[src/rtl/scfp_pkg.sv]
package scfp_pkg;

   // Byte and field widths
   localparam int BYTE_W = 8;
   localparam int IDX_W  = 6;

   // Default buffer depth and head byte after reset
   localparam int                PAYLOAD_DEPTH_DEF = 64;
   localparam logic [BYTE_W-1:0] HEAD_RESET        = 8'h5a;

   // Parser phase
   typedef enum logic [1:0] {
      PH_HEAD,
      PH_ID,
      PH_LEN,
      PH_DATA
   } phase_type;

   // Drain sequencer state
   typedef enum logic {
      DR_IDLE,
      DR_SHOW
   } drain_state_type;

   // Request from parser to drain: frame passed its checksum and fits the buffer
   typedef struct packed {
      logic              start;
      logic              empty;
      logic [BYTE_W-1:0] id;
      logic [BYTE_W-1:0] len;
   } drain_cmd_type;

endpackage

[src/rtl/scfp_if.sv]
interface scfp_req_if;
   import scfp_pkg::*;

   logic              valid;
   logic              ready;
   logic [BYTE_W-1:0] rx_byte;

   modport source (output valid, output rx_byte, input ready);
   modport sink   (input valid, input rx_byte, output ready);
endinterface

interface scfp_rsp_if;
   import scfp_pkg::*;

   logic              valid;
   logic              ready;
   logic [BYTE_W-1:0] frame_id;
   logic [IDX_W-1:0]  payload_index;
   logic [BYTE_W-1:0] payload_byte;
   logic              is_empty;
   logic              is_last;

   modport source (output valid, output frame_id, output payload_index,
                   output payload_byte, output is_empty, output is_last,
                   input ready);
   modport sink   (input valid, input frame_id, input payload_index,
                   input payload_byte, input is_empty, input is_last,
                   output ready);
endinterface

[src/rtl/sum_checked_frame_parser.sv]
// Channel  | Dir | Handshake       | Payload
// req_bus  | in  | valid / ready   | rx_byte
// rsp_bus  | out | valid / ready   | frame_id, payload_index, payload_byte,
//          |     |                 | is_empty, is_last
// csr      | in  | csr_wr_en       | csr_wr_data (head byte)
//
// Input bytes are taken every cycle outside a drain.
// A good frame drains at one result per cycle while the output is ready, through
// the store's registered read port; input is held off from the checksum byte
// until the last result leaves. Reset is synchronous: the parser hunts for a
// head, the head byte returns to 0x5a, and the payload store is not cleared.
module sum_checked_frame_parser #(
   parameter int PAYLOAD_DEPTH = scfp_pkg::PAYLOAD_DEPTH_DEF
) (
   input  logic                         clock,
   input  logic                         reset,
   scfp_req_if.sink                     req_bus,
   scfp_rsp_if.source                   rsp_bus,
   input  logic                         csr_wr_en,
   input  logic [scfp_pkg::BYTE_W-1:0]  csr_wr_data
);
   import scfp_pkg::*;

   localparam int AW  = (PAYLOAD_DEPTH > 1) ? $clog2(PAYLOAD_DEPTH) : 1;
   localparam int WPW = $clog2(PAYLOAD_DEPTH + 1);
   localparam logic [BYTE_W-1:0] DEPTH_B = BYTE_W'(PAYLOAD_DEPTH);
   localparam logic [WPW-1:0]    DEPTH_W = WPW'(PAYLOAD_DEPTH);

   logic [BYTE_W-1:0] head_ff;
   phase_type         phase_ff, phase_in;
   logic [BYTE_W-1:0] id_ff, id_in;
   logic [BYTE_W-1:0] remain_ff, remain_in;
   logic [BYTE_W-1:0] len_ff, len_in;
   logic [WPW-1:0]    wpos_ff, wpos_in;
   logic [BYTE_W-1:0] sum_ff, sum_in;

   logic              busy;
   logic              req_fire;
   logic [BYTE_W-1:0] c;
   logic              wr_en;
   drain_cmd_type     cmd;

   assign req_bus.ready = !busy;
   assign req_fire      = req_bus.valid && req_bus.ready;
   assign c             = req_bus.rx_byte;

   // Head byte register
   always_ff @(posedge clock) begin
      if (reset) begin
         head_ff <= HEAD_RESET;
      end else if (csr_wr_en) begin
         head_ff <= csr_wr_data;
      end
   end

   // Next phase
   always_comb begin
      phase_in = phase_ff;
      if (req_fire) begin
         unique case (phase_ff)
            PH_HEAD: if (c == head_ff) phase_in = PH_ID;
            PH_ID:   phase_in = PH_LEN;
            PH_LEN:  phase_in = PH_DATA;
            PH_DATA: if (remain_ff == '0) phase_in = PH_HEAD;
            default: phase_in = PH_HEAD;
         endcase
      end
   end

   // Frame registers, store write and drain command
   always_comb begin
      id_in     = id_ff;
      remain_in = remain_ff;
      len_in    = len_ff;
      wpos_in   = wpos_ff;
      sum_in    = sum_ff;
      wr_en     = 1'b0;
      cmd       = '{start: 1'b0, empty: (len_ff == '0), id: id_ff, len: len_ff};
      if (req_fire) begin
         unique case (phase_ff)
            PH_HEAD: begin
               if (c == head_ff) begin
                  id_in     = '0;
                  len_in    = '0;
                  remain_in = '0;
                  wpos_in   = '0;
                  sum_in    = c;
               end
            end
            PH_ID: begin
               id_in  = c;
               sum_in = sum_ff + c;
            end
            PH_LEN: begin
               len_in    = c;
               remain_in = c;
               wpos_in   = '0;
               sum_in    = sum_ff + c;
            end
            PH_DATA: begin
               if (remain_ff != '0) begin
                  remain_in = remain_ff - 8'd1;
                  sum_in    = sum_ff + c;
                  // bytes beyond the buffer are counted but not kept
                  if (wpos_ff < DEPTH_W) begin
                     wr_en   = 1'b1;
                     wpos_in = wpos_ff + WPW'(1);
                  end
               end else begin
                  cmd.start = (c == sum_ff) && (len_ff <= DEPTH_B);
               end
            end
            default: ;
         endcase
      end
   end

   always_ff @(posedge clock) begin
      if (reset) begin
         phase_ff  <= PH_HEAD;
         id_ff     <= '0;
         remain_ff <= '0;
         len_ff    <= '0;
         wpos_ff   <= '0;
         sum_ff    <= '0;
      end else begin
         phase_ff  <= phase_in;
         id_ff     <= id_in;
         remain_ff <= remain_in;
         len_ff    <= len_in;
         wpos_ff   <= wpos_in;
         sum_ff    <= sum_in;
      end
   end

   scfp_buffer #(
      .PAYLOAD_DEPTH (PAYLOAD_DEPTH),
      .AW            (AW)
   ) u_buffer (
      .clock   (clock),
      .reset   (reset),
      .cmd     (cmd),
      .wr_en   (wr_en),
      .wr_addr (wpos_ff[AW-1:0]),
      .wr_data (c),
      .busy    (busy),
      .rsp     (rsp_bus)
   );

endmodule

[src/rtl/scfp_buffer.sv]
module scfp_buffer #(
   parameter int PAYLOAD_DEPTH = scfp_pkg::PAYLOAD_DEPTH_DEF,
   parameter int AW            = (PAYLOAD_DEPTH > 1) ? $clog2(PAYLOAD_DEPTH) : 1
) (
   input  logic                         clock,
   input  logic                         reset,
   input  scfp_pkg::drain_cmd_type      cmd,
   input  logic                         wr_en,
   input  logic [AW-1:0]                wr_addr,
   input  logic [scfp_pkg::BYTE_W-1:0]  wr_data,
   output logic                         busy,
   scfp_rsp_if.source                   rsp
);
   import scfp_pkg::*;

   logic [BYTE_W-1:0] store_mem [PAYLOAD_DEPTH];
   logic [BYTE_W-1:0] rd_data_ff;

   drain_state_type   dr_state_ff, dr_state_in;
   logic [BYTE_W-1:0] id_ff, id_in;
   logic [BYTE_W-1:0] len_ff, len_in;
   logic [AW-1:0]     idx_ff, idx_in;
   logic              empty_ff, empty_in;

   logic              rd_en;
   logic [AW-1:0]     rd_addr;
   logic              rsp_fire;
   logic              is_last;

   // Payload store: one write port, one registered read port
   always_ff @(posedge clock) begin
      if (wr_en) begin
         store_mem[wr_addr] <= wr_data;
      end
      if (rd_en) begin
         rd_data_ff <= store_mem[rd_addr];
      end
   end

   assign rsp_fire = rsp.valid && rsp.ready;
   assign is_last  = empty_ff || ((BYTE_W'(idx_ff) + 8'd1) == len_ff);

   // Next state
   always_comb begin
      dr_state_in = dr_state_ff;
      unique case (dr_state_ff)
         DR_IDLE: begin
            if (cmd.start) begin
               dr_state_in = DR_SHOW;
            end
         end
         DR_SHOW: begin
            if (rsp_fire && is_last) begin
               dr_state_in = DR_IDLE;
            end
         end
         default: dr_state_in = DR_IDLE;
      endcase
   end

   // Outputs, read issue and run registers
   always_comb begin
      id_in    = id_ff;
      len_in   = len_ff;
      idx_in   = idx_ff;
      empty_in = empty_ff;
      rd_en    = 1'b0;
      rd_addr  = idx_ff + AW'(1);
      unique case (dr_state_ff)
         DR_IDLE: begin
            rd_addr = '0;
            if (cmd.start) begin
               id_in    = cmd.id;
               len_in   = cmd.len;
               empty_in = cmd.empty;
               idx_in   = '0;
               rd_en    = !cmd.empty;
            end
         end
         DR_SHOW: begin
            // next entry is fetched at the edge the current one leaves
            if (rsp_fire && !is_last) begin
               rd_en  = 1'b1;
               idx_in = idx_ff + AW'(1);
            end
         end
         default: ;
      endcase
   end

   assign busy              = (dr_state_ff != DR_IDLE);
   assign rsp.valid         = (dr_state_ff == DR_SHOW);
   assign rsp.frame_id      = id_ff;
   assign rsp.payload_index = IDX_W'(idx_ff);
   assign rsp.payload_byte  = empty_ff ? '0 : rd_data_ff;
   assign rsp.is_empty      = empty_ff;
   assign rsp.is_last       = is_last;

   always_ff @(posedge clock) begin
      if (reset) begin
         dr_state_ff <= DR_IDLE;
      end else begin
         dr_state_ff <= dr_state_in;
      end
   end

   always_ff @(posedge clock) begin
      id_ff    <= id_in;
      len_ff   <= len_in;
      idx_ff   <= idx_in;
      empty_ff <= empty_in;
   end

   // Checks
   a_cmd_when_idle: assert property (@(posedge clock) disable iff (reset)
      cmd.start |-> dr_state_ff == DR_IDLE)
      else $error("drain command while a run is in progress");

   a_no_write_in_drain: assert property (@(posedge clock) disable iff (reset)
      wr_en |-> dr_state_ff == DR_IDLE)
      else $error("store written during a drain");

   a_index_steps: assert property (@(posedge clock) disable iff (reset)
      rsp_fire && !is_last |=> rsp.valid &&
         rsp.payload_index == $past(rsp.payload_index) + IDX_W'(1))
      else $error("payload index did not advance by one");

   a_last_ends_run: assert property (@(posedge clock) disable iff (reset)
      rsp_fire && is_last |=> !rsp.valid)
      else $error("run continued past its last transaction");

   a_empty_form: assert property (@(posedge clock) disable iff (reset)
      rsp.valid && rsp.is_empty |-> rsp.is_last && rsp.payload_byte == '0)
      else $error("empty frame result malformed");

endmodule
[src/flat_wrapper.sv]
// flat-port wrapper written by rule: the top's interface ports become plain ports
module sum_checked_frame_parser_flat import scfp_pkg::*;
#(
   parameter int PAYLOAD_DEPTH = scfp_pkg::PAYLOAD_DEPTH_DEF
)
  (clock, reset, csr_wr_en, csr_wr_data, req_bus_valid, req_bus_rx_byte, req_bus_ready, rsp_bus_valid, rsp_bus_frame_id, rsp_bus_payload_index, rsp_bus_payload_byte, rsp_bus_is_empty, rsp_bus_is_last, rsp_bus_ready);
  scfp_req_if req_bus_i ();
  scfp_rsp_if rsp_bus_i ();
  input  logic clock;
  input  logic reset;
  input  logic csr_wr_en;
  input  logic [scfp_pkg::BYTE_W-1:0] csr_wr_data;
  input wire logic [$bits(req_bus_i.valid)-1:0] req_bus_valid;
  input wire logic [$bits(req_bus_i.rx_byte)-1:0] req_bus_rx_byte;
  output wire logic [$bits(req_bus_i.ready)-1:0] req_bus_ready;
  output wire logic [$bits(rsp_bus_i.valid)-1:0] rsp_bus_valid;
  output wire logic [$bits(rsp_bus_i.frame_id)-1:0] rsp_bus_frame_id;
  output wire logic [$bits(rsp_bus_i.payload_index)-1:0] rsp_bus_payload_index;
  output wire logic [$bits(rsp_bus_i.payload_byte)-1:0] rsp_bus_payload_byte;
  output wire logic [$bits(rsp_bus_i.is_empty)-1:0] rsp_bus_is_empty;
  output wire logic [$bits(rsp_bus_i.is_last)-1:0] rsp_bus_is_last;
  input wire logic [$bits(rsp_bus_i.ready)-1:0] rsp_bus_ready;
  assign req_bus_i.valid = req_bus_valid;
  assign req_bus_i.rx_byte = req_bus_rx_byte;
  assign req_bus_ready = req_bus_i.ready;
  assign rsp_bus_valid = rsp_bus_i.valid;
  assign rsp_bus_frame_id = rsp_bus_i.frame_id;
  assign rsp_bus_payload_index = rsp_bus_i.payload_index;
  assign rsp_bus_payload_byte = rsp_bus_i.payload_byte;
  assign rsp_bus_is_empty = rsp_bus_i.is_empty;
  assign rsp_bus_is_last = rsp_bus_i.is_last;
  assign rsp_bus_i.ready = rsp_bus_ready;
  sum_checked_frame_parser #(.PAYLOAD_DEPTH(PAYLOAD_DEPTH)) u_core (.clock(clock), .reset(reset), .req_bus(req_bus_i), .rsp_bus(rsp_bus_i), .csr_wr_en(csr_wr_en), .csr_wr_data(csr_wr_data));
endmodule
[config.mk]
export PLATFORM = sky130hd
export DESIGN_NAME = sum_checked_frame_parser_flat
export DESIGN_NICKNAME = d
export VERILOG_FILES = /design/src/rtl/scfp_pkg.sv /design/src/rtl/scfp_if.sv /design/src/rtl/sum_checked_frame_parser.sv /design/src/rtl/scfp_buffer.sv /design/src/flat_wrapper.sv
export SDC_FILE = /design/constraint.sdc
export NUM_CORES = 1
export LEC_CHECK = 0
export ABC_AREA = 1
export BUFFER_PORTS_ARGS = -buffer_cell sky130_fd_sc_hd__buf_2
export CORE_ASPECT_RATIO = 1.75
export CORE_MARGIN = 2
export CORE_UTILIZATION = 55
export CTS_CLUSTER_DIAMETER = 50
export DETAILED_ROUTE_END_ITERATION = 16
export HOLD_SLACK_MARGIN = 0.12
export PLACE_DENSITY = 0.71
export SLEW_MARGIN = 20
export SYNTH_ARGS = -nofsm -noshare
export SYNTH_HDL_FRONTEND = slang
export SYNTH_HIERARCHICAL = 1
export SYNTH_SLANG_ARGS = --single-unit
[constraint.sdc]
create_clock -name clock -period 4.05 [get_ports clock]
set_clock_uncertainty 0.2 [all_clocks]
set_input_delay 0 -clock clock [delete_from_list [all_inputs] [get_ports clock]]
set_output_delay 0 -clock clock [all_outputs]
set_load 0.05 [all_outputs]
==> results.yml, run 1 <==
die:
  core_um2: 46800
  boundaryPins: 47
  num_rows: 105
  die_area_um2: 49000
  start_util: 0.555
  die_y_um: 291
  dieWidth_um: 168
power:
  p_leak_nw: 11.6
  p_switching_mw: 2.36
  p_per_area_nw_per_um2: 401
  peakVddDrop_mv: 0.368
  combPwrFrac: 0.021
  swShare: 0.202
  clkPwrFrac: 0.407
  internal-power_mw: 9.32
  pwr-share-seq: 0.572
detailed_routing:
  first_pass_iters: 7
  drc: 0
  wl_per_cell_um: 21.1
  detail-route-antenna-nets: 0
  wirelength_um: 68800
  num_vias: 18800
  avgViaCountPerCell: 5.77
  first_iter_violations: 1896
sta:
  finalSetupTns_ps: 0
  setup_viol: 0
  final_max_slew_viol_count: 0
  relSlewSlack: 0.292
  rsz0062_at_grt: "no"
  min_period_ps: 3770
  hold_violations: 0
  tightest_slew_ps: 1060
  finalCritPeriodShare: 0.930
  max_freq_mhz: 266
cts:
  clk_pin_slew_ps: 70
  tritoncts: "yes"
  clkLatencyLatePin_ps: 580
  htreeDepth: 2
  cts.root.buffer_cell: "clkbuf_16"
  postCtsSetupBuffers: 0
  cts.sinks: 593
  post_cts_resized: 0
  clockBufferDepth: 3
  cts-buffers-inserted: 50
critical_path:
  crit_buf_inv: 5
  r2r-end: "u_core/u_buffer/store_mem[50][7]$_DFFE_PP_"
  crit_required_ps: 4320
  cp_slowest_cell: "buf_4"
  startpoint_type: "primary input"
  endpoint_kind: "flip-flop"
  r2r.worst_path.cells: 9
  worstPathArrival_ps: 4030
  path_max_fanout: 69
  critPathMaxStageDelay_ps: 790
  crit_top_cell: "dlygate4sd3_1"
  r2r_start: "u_core/phase_ff[0]$_SDFFE_PP0P_"
  critical_path_class: "in2reg"
  r2r_slack_ps: 610
  path_cells: "dlygate4sd3_1 -> buf_2 -> buf_4 -> xnor2_1 -> nand2_1 -> nor2_1 -> nand2_2 -> dlygate4sd3_1 -> nand2_4 -> nand3_1 -> nand2_1 -> a21oi_1 -> dlygate4sd3_1"
  critPathTopFamily: "buffers and inverters"
yosys:
  ys_top_cells_by_area: "edfxtp_1 (63%), nand3_1 (7.3%), nor2_1 (5.9%)"
  synth_cell_types: 39
  synth_top_area_share: 0.629
  syn_nets: 2562
  yosysTopAreaCell: "edfxtp_1"
  syn_area_per_cell_um2: 10.3
  yosys_warnings: 6
  ys_ff_latch: 593
  yosysSeqAreaShare: 0.667
  synthCells: 2524
  netlist_area_um2: 25900
placed_design:
  gp_congestion: 0.911
  placedCellCount: 3114
  hpwlAfterDp_um: 42200
  io_buffer_count: 46
run_status:
  status: "complete, no violations"
final_layout:
  final_common_cell: "edfxtp_1"
  final_cell_mix: "edfxtp_1 (543), nor2_1 (407), nand2_1 (387)"
  drive_gt1_frac: 0.0895
  syn2layout_area_growth_pct: 12.4
  num_antenna_cells: 0
  finalNonFillerCells: 3258
  nNetsFinal: 2668
grt:
  grt_use_total: 0.281
  grt_max_degree: 129
  grt_overflow: 0
  grt_first_pass_wirelength_um: 104000
  grt_antenna_before_repair: 2
  grt_pass1_vias: 19000
worst_hold_path:
  hp-class: "reg2reg"
  holdPathStages: 0
  holdPathEnd: "u_core/u_buffer/rsp.frame_id[5]$_DFFE_PP_"
  hold_start: "u_core/id_ff[5]$_SDFFE_PP0P_"
job:
  cap_violations: 0
kinds of logic (layout without fill, tap and decap cells):
kind of cell,count (synthesis),in the layout,share of synthesized area
compound gates,204,204,0.0408
flops,593,593,0.667
buf+inv,446,592,0.0698
xor+xnor,13,13,0.00492
fa+ha+maj,17,17,0.00849
simple gates,1251,1251,0.209
how the worst max path moves through the flow:
stage	startpoint	endpoint	slack, ps	cells after the start
after detailed placement	u_core/phase_ff[0]$_SDFFE_PP0P_	u_core/u_buffer/store_mem[49][6]$_DFFE_PP_	640	9
after global placement	u_core/phase_ff[0]$_SDFFE_PP0P_	u_core/u_buffer/store_mem[55][0]$_DFFE_PP_	730	9
final	req_bus_rx_byte[2]	u_core/len_ff[5]$_SDFFE_PP0P_	280	13
after CTS	req_bus_rx_byte[2]	u_core/len_ff[5]$_SDFFE_PP0P_	320	13
after global routing	req_bus_rx_byte[4]	u_core/len_ff[5]$_SDFFE_PP0P_	80	14
after floorplan	u_core/u_buffer/busy$_SDFF_PP0_	u_core/u_buffer/rd_data_ff[0]$_DFFE_PP_	360	10
layout make-up:
type | count | area (um2)
fillers | 3658 | 17600
flip-flops and latches | 593 | 17300
clock inverters | 28 | 230
multi-input cells | 1485 | 6850
repair buffers | 183 | 1480
clock buffers | 64 | 1370
inverters | 317 | 1190
well taps | 588 | 736
timing repair:
action / in CTS / in global routing
hold buffers: 52 / 0
endpoints found under the hold margin: 322 / 0
endpoints found under the setup margin: 0 / 0
power by group through the flow:
stage / Combinational [mW] / Clock [mW] / Sequential, mW
3_5_place_dp: 0.209 / 0 / 6.81
2_1_floorplan: 0.0578 / 0 / 6.81
6_report: 0.251 / 4.75 / 6.68
3_3_place_gp: 0.206 / 0 / 6.81
5_1_grt: 0.269 / 5.02 / 6.67
4_1_cts: 0.246 / 4.80 / 6.68
sequential cells by signal, indices dropped and copies added, names as in the netlist:
name and cells:
u_core/phase_ff 2, u_core/u_buffer/rd_data_ff 8, u_core/u_buffer/len_ff 8, u_core/id_ff 8
u_core/remain_ff 8, u_core/len_ff 8, u_core/wpos_ff 7, u_core/u_buffer/rsp.is_empty 1
u_core/u_buffer/store_mem 512, u_core/u_buffer/busy 1, u_core/u_buffer/rsp.payload_index 6, u_core/u_buffer/rsp.frame_id 8
u_core/head_ff 8, u_core/sum_ff 8
synth_stat cells:
master,n
edfxtp_1,543
nor2_1,407
nand2_1,388
nand3_1,378
inv_1,310
o21ai_0,142
buf_2,57
clkbuf_1,50
dfxtp_1,50
a21oi_1,44
nand4_1,33
ha_1,16
nor4_1,12
buf_4,11
buf_1,8
o211ai_1,8
xnor2_1,8
or2_2,7
inv_2,6
nor3_1,5
o21ai_1,5
nor2_2,4
or2_0,4
xor2_1,4
buf_6,3
nand2_2,3
nand2_4,2
nand3_2,2
nand3b_1,2
nor2_4,2
o21bai_1,2
a21oi_2,1
a32o_1,1
clkinv_1,1
fa_1,1
nand3_4,1
nand4_4,1
o31ai_1,1
xnor3_1,1
per-layer routing:
| layer | GRT usage | vias up | wire [um] |
|---|---|---|---|
| met3 | 0.0298 | 231 | 4500 |
| met2 | 0.518 | 910 | 36200 |
| met1 | 0.309 | 8977 | 23700 |
| met5 | 0 | - | 0 |
| li1 | - | 8668 | - |
| met4 | 0.171 | 0 | 4490 |
through the flow:
stage          power (mW)  hold slack, ps  setup WS, ps  area (um2)   util
2_1_floorplan        6.87            -131           360       25900      -
3_3_place_gp         7.02            13.2           731       27000  0.578
3_5_place_dp         7.02            15.6           641       27000  0.578
4_1_cts              11.7             214           319       29200  0.623
5_1_grt              12.0             242          80.2       29200  0.623
6_report             11.7             229           284       29200  0.623
Note: power is estimated with default switching activity, not from simulation.
==> inputs of run 2 (changes only) <==
ABC_AREA = 0   (was 1)
CORE_UTILIZATION = 30   (was 55)
PLACE_DENSITY = unset   (was 0.71)
==> run 2 against run 1 <==
Effect of this change:
- flip-flop and latch count stayed put
- synthesized area down 5.5%
- final area fell by 2.3%
- setup slack got worse by 150 ps
- maximum frequency shrank 3.8%
- clock power increased by 3%
- critical path depth shrank 5
- sequential power barely moved
- first-iteration DRC count decreased by 26%
==> results.yml, run 2 <==
sta:
  setup_viol: 0
  tightest_slew_ps: 1140
  finalSetupTns_ps: 0
  relSlewSlack: 0.238
  rsz0062_at_grt: "no"
  worst_hold_slack_ps: 194
  hold_violations: 0
  min_period_ps: 3910
  final_max_slew_viol_count: 0
  finalCritPeriodShare: 0.966
  max_freq_mhz: 255
final_layout:
  drive_gt1_frac: 0.187
  nNetsFinal: 1721
  final_common_cell: "edfxtp_1"
  final_cell_mix: "edfxtp_1 (543), nor2_1 (111), nand2_1 (104)"
  num_antenna_cells: 0
  largest_register_ffs: 512
  top_register: "u_core/u_buffer/store_mem"
  syn2layout_area_growth_pct: 16.1
critical_path:
  critical_path_class: "reg2reg"
  endpoint_kind: "flip-flop"
  path_max_fanout: 104
  crit_required_ps: 4320
  path_cells: "ha_1 -> xor2_4 -> buf_12 -> o21ai_0 -> a221o_1 -> a2111oi_1 -> or4_1 -> a32o_1"
  startpoint_type: "flip-flop"
  critPathMaxStageDelay_ps: 970
  worstPathArrival_ps: 4180
  cp_slowest_cell: "a2111oi_1"
cts:
  cts.sinks: 593
  clockBufferDepth: 3
  clkLatencyLatePin_ps: 590
  htreeDepth: 2
  post_cts_resized: 0
  clk_pin_slew_ps: 70
  cts.root.buffer_cell: "clkbuf_16"
  tritoncts: "yes"
  cts-buffers-inserted: 49
placed_design:
  hpwlAfterDp_um: 45100
  io_buffer_count: 46
  gp_congestion: 0.855
detailed_routing:
  avgViaCountPerCell: 5.24
  wirelength_um: 68400
  num_vias: 14500
  detail-route-antenna-nets: 0
  first_iter_violations: 1398
  wl_per_cell_um: 24.7
  first_pass_iters: 5
  drc: 0
grt:
  grt_first_pass_wirelength_um: 99800
  grt_antenna_before_repair: 1
  grt_max_degree: 112
  grt_pass1_vias: 14800
  grt_overflow: 0
  grt_use_total: 0.162
yosys:
  syn_area_per_cell_um2: 15.9
  syn_nets: 1578
  ys_top_cells_by_area: "edfxtp_1 (67%), mux4_2 (7.3%), dfxtp_1 (4.1%)"
  netlist_area_um2: 24500
  yosysTopAreaCell: "edfxtp_1"
  yosys_warnings: 6
  synth_top_area_share: 0.665
  ys_top_cells_by_count: "edfxtp_1 (543), nor2_1 (111), nand2_1 (104)"
  synth_cell_types: 75
  yosysMostFrequentCell: "edfxtp_1"
  async_flop_share: 0
  synth-main-ff-cell: "edfxtp_1"
  ys_ff_latch: 593
  yosysSeqAreaShare: 0.706
  synth_edf_count: 543
  synthCells: 1540
power:
  swShare: 0.198
  p_per_area_nw_per_um2: 413
  pwr-share-seq: 0.567
  combPwrFrac: 0.019
  peakVddDrop_mv: 0.268
  p_leak_nw: 8.74
  p_switching_mw: 2.34
  clkPwrFrac: 0.414
  internal-power_mw: 9.44
die:
  boundaryPins: 47
  core_um2: 81000
  die_area_um2: 84100
  num_rows: 138
  die_y_um: 382
  start_util: 0.303
  dieWidth_um: 220
job:
  cap_violations: 0
worst_hold_path:
  hp-class: "in2reg"
run_status:
  status: "complete, no violations"
## run 2: cell count changes in the layout (fill, tap and decap cells not counted), moves of 16 or more
cell | before | now
a221o_1 | 0 | 29
inv_1 | 309 | 20
mux4_2 | 0 | 80
o21ai_0 | 142 | 46
nand2b_1 | 0 | 16
nand3_1 | 377 | 13
nor2b_1 | 0 | 49
mux2i_1 | 0 | 53
a211oi_1 | 0 | 25
nand4_1 | 33 | 5
nand2_1 | 387 | 104
nor2_1 | 407 | 111
## run 2: kinds of logic after synthesis
kind of cell / Yosys count / share of synthesized area
adders and majority gates: 17 / 0.00898
AOI/OAI and AO/OA: 282 / 0.0827
buffers and inverters: 118 / 0.0217
muxes: 137 / 0.0970
xor gates and xnor gates: 24 / 0.00919
and+or+nand+nor: 369 / 0.0746
DFF: 593 / 0.706
## run 2: worst max-delay path, delay by kind of cell (launching register included)
family                     cells  cell delay, ps
xor gates and xnor gates       1             210
buffers and inverters          1             470
DFF                            1             480
and+or+nand+nor                1             290
adders and majority gates      1             370
AOI/OAI and AO/OA              4            1680
## run 2: final timing paths
| check | from | to | slack [ps] | cells after the start |
|---|---|---|---|---|
| worst min-delay path | csr_wr_en | u_core/head_ff[3]$_SDFFE_PP1P_ | 190 | 3 |
| worst max-delay path | u_core/u_buffer/rsp.payload_index[0]$_DFFE_PP_ | u_core/u_buffer/rd_data_ff[1]$_DFFE_PP_ | 140 | 8 |
| worst min register to register | u_core/id_ff[4]$_SDFFE_PP0P_ | u_core/u_buffer/rsp.frame_id[4]$_DFFE_PP_ | 240 | 0 |
| worst max register to register | u_core/u_buffer/rsp.payload_index[0]$_DFFE_PP_ | u_core/u_buffer/rd_data_ff[1]$_DFFE_PP_ | 140 | 8 |
## run 2: power by group through the flow
stage	combinational, mW	sequential [mW]	clock (mW)
3_5_place_dp	0.193	6.81	0
6_report	0.220	6.67	4.88
4_1_cts	0.228	6.67	4.97
5_1_grt	0.243	6.67	5.18
2_1_floorplan	0.0505	6.81	0
3_3_place_gp	0.185	6.81	0
## run 2: layout make-up
class	instances	area, um2
flip-flops and latches	593	17300
repair buffers	185	1440
multi-input cells	829	6710
clock buffers	54	1270
inverters	25	93.8
well taps	1050	1310
clock inverters	34	353
fillers	7578	52500
## run 2: repair_timing
item / in CTS / in global routing
hold buffers: 45 / 0
endpoints found under the hold margin: 377 / 0
setup buffers: 0 / 0
setup endpoints to repair: 0 / 0
## run 2: stage by stage
stage	cells	cell area, um2	power [mW]	setup WS [ps]	utilization
floorplan	1540	24500	6.86	749	-
global placement	2637	26400	6.99	-279	0.326
detailed placement	2637	26400	7.00	171	0.326
CTS	2770	28500	11.9	137	0.352
global route	2770	28500	12.1	154	0.352
finish	2770	28500	11.8	136	0.352
## run 2: metal layers
metal	wire length (um)	track usage	share of wire
met1	23500	0.172	0.34
met2	37500	0.306	0.55
met3	3230	0.0175	0.047
met4	4100	0.0909	0.060
met5	0	0	0
==> inputs of run 3 (changes only) <==
CORE_ASPECT_RATIO = 0.5   (was 1.75)
==> run 3 against run 2 <==
Effect of this change:
- clock-buffer cell count increased by 26
- combinational power increased by 7%
- clock power is 6.6% higher
- sequential share of layout area is 0.75 points lower
- final area is 1.2% higher
- global-route usage shrank 1.1 points
- critical path depth decreased by 2
- sequential power about the same
- first-iteration DRC count rose by 12%
- critical endpoint is now u_core/u_buffer/rd_data_ff[3]$_DFFE_PP_
- flip-flop and latch count unchanged
==> results.yml, run 3 (synthesis gave the netlist of run 2 again) <==
cts:
  cts.sinks: 593
  ctsHoldBuffers: 44
  post_cts_resized: 0
  clkLatencyLatePin_ps: 630
  clk_pin_slew_ps: 60
  tritoncts: "yes"
  clockBufferDepth: 3
  cts-buffers-inserted: 59
  cts.root.buffer_cell: "clkbuf_16"
  htreeDepth: 2
  postCtsSetupBuffers: 0
sta:
  setup_viol: 0
  relSlewSlack: 0.249
  tightest_slew_ps: 1120
  final_max_slew_viol_count: 0
  hold_violations: 0
  max_freq_mhz: 265
  finalCritPeriodShare: 0.931
  rsz0062_at_grt: "no"
  min_period_ps: 3770
  finalSetupTns_ps: 0
  fin_ws_ps: 281
die:
  boundaryPins: 47
  dieWidth_um: 408
  die_y_um: 206
  die_area_um2: 84200
  start_util: 0.302
  core_um2: 81300
  num_rows: 74
grt:
  grt_pass1_vias: 14100
  grt_overflow: 0
  grt_first_pass_wirelength_um: 95400
  grt_antenna_before_repair: 0
  grt_max_degree: 72
  grt_use_total: 0.152
detailed_routing:
  drc: 0
  num_vias: 14800
  avgViaCountPerCell: 5.19
  first_iter_violations: 1572
  first_pass_iters: 5
  detail-route-antenna-nets: 0
  wl_per_cell_um: 22.9
  wirelength_um: 65300
placed_design:
  dp_slack_ps: 404
  hpwlAfterDp_um: 40600
  gp_congestion: 0.910
  io_buffer_count: 46
critical_path:
  path_max_fanout: 10
  crit_required_ps: 4070
  r2r_slack_ps: 280
  startpoint_type: "flip-flop"
  worstPathArrival_ps: 3790
  r2r_start: "u_core/phase_ff[0]$_SDFFE_PP0P_"
  r2r.worst_path.cells: 6
  r2r-end: "u_core/u_buffer/rd_data_ff[3]$_DFFE_PP_"
  critical_path_class: "reg2reg"
  endpoint_kind: "flip-flop"
power:
  p_switching_mw: 2.47
  p_per_area_nw_per_um2: 420
  p_leak_nw: 8.94
  clkPwrFrac: 0.430
  finalPower_mw: 12.1
  swShare: 0.204
  combPwrFrac: 0.019
  internal-power_mw: 9.64
  peakVddDrop_mv: 0.300
  pwr-share-seq: 0.551
final_layout:
  drive_gt1_frac: 0.198
  nNetsFinal: 1744
  ff_latch_area_um2: 17300
  final_cell_mix: "edfxtp_1 (543), nor2_1 (111), nand2_1 (104)"
  multi_input_area_um2: 6690
  top_register: "u_core/u_buffer/store_mem"
  fillers: 7746
  num_antenna_cells: 0
  final_common_cell: "edfxtp_1"
  finish.utilization: 0.355
  largest_register_ffs: 512
  syn2layout_area_growth_pct: 17.6
worst_hold_path:
  holdPathStages: 0
  holdPathEnd: "u_core/u_buffer/rsp.frame_id[1]$_DFFE_PP_"
  hp-class: "reg2reg"
  hold_start: "u_core/id_ff[1]$_SDFFE_PP0P_"
run_status:
  status: "complete, no violations"
job:
  cap_violations: 0
==> run 3: critical path: stages, from the launching register on <==
cell and delay [ps]:
dfxtp_1 430, ha_1 450, or4bb_1 520, nor4b_1 560
buf_4 230, nand2_1 90, o21ai_1 870
==> run 3: power groups by stage <==
stage | logic, mW | registers (mW) | clock network, mW
2_1_floorplan | 0.0505 | 6.81 | 0
3_3_place_gp | 0.197 | 6.81 | 0
3_5_place_dp | 0.204 | 6.81 | 0
4_1_cts | 0.237 | 6.68 | 5.30
5_1_grt | 0.254 | 6.68 | 5.52
6_report | 0.235 | 6.68 | 5.20
==> run 3: how the worst max path moves through the flow <==
stage / to / depth (start not counted) / start / slack [ps]
detailed placement: u_core/u_buffer/rd_data_ff[0]$_DFFE_PP_ / 6 / u_core/phase_ff[0]$_SDFFE_PP0P_ / 400
global route: u_core/u_buffer/rd_data_ff[3]$_DFFE_PP_ / 6 / u_core/phase_ff[0]$_SDFFE_PP0P_ / 220
CTS: u_core/u_buffer/rd_data_ff[3]$_DFFE_PP_ / 6 / u_core/phase_ff[0]$_SDFFE_PP0P_ / 350
global placement: u_core/u_buffer/rd_data_ff[0]$_DFFE_PP_ / 6 / u_core/phase_ff[0]$_SDFFE_PP0P_ / 410
finish: u_core/u_buffer/rd_data_ff[3]$_DFFE_PP_ / 6 / u_core/phase_ff[0]$_SDFFE_PP0P_ / 280
floorplan: u_core/u_buffer/busy$_SDFF_PP0_ / 7 / u_core/u_buffer/rsp.payload_index[0]$_DFFE_PP_ / 750
==> run 3: cell type report <==
class,instances,area share
inverters,25,0.00325
clock buffers,80,0.0557
clock inverters,27,0.00725
well taps,1102,0.0478
multi-input cells,829,0.232
repair buffers,198,0.0536
flip-flops and latches,593,0.600
==> run 3: layer usage <==
metal | up-vias | part of all wire | track usage
met4 | 0 | 0.023 | 0.0426
met1 | 7663 | 0.45 | 0.220
met5 | - | 0 | 0
met2 | 616 | 0.45 | 0.234
li1 | 6452 | - | -
met3 | 85 | 0.078 | 0.0264
==> run 3: through the flow <==
stage | instances | instance area, um2 | hold slack [ps]
global route | 2854 | 28800 | 252
global placement | 2703 | 26600 | 14.4
detailed placement | 2703 | 26600 | 21.4
CTS | 2854 | 28800 | 238
floorplan | 1540 | 24500 | -128
finish | 2854 | 28800 | 235
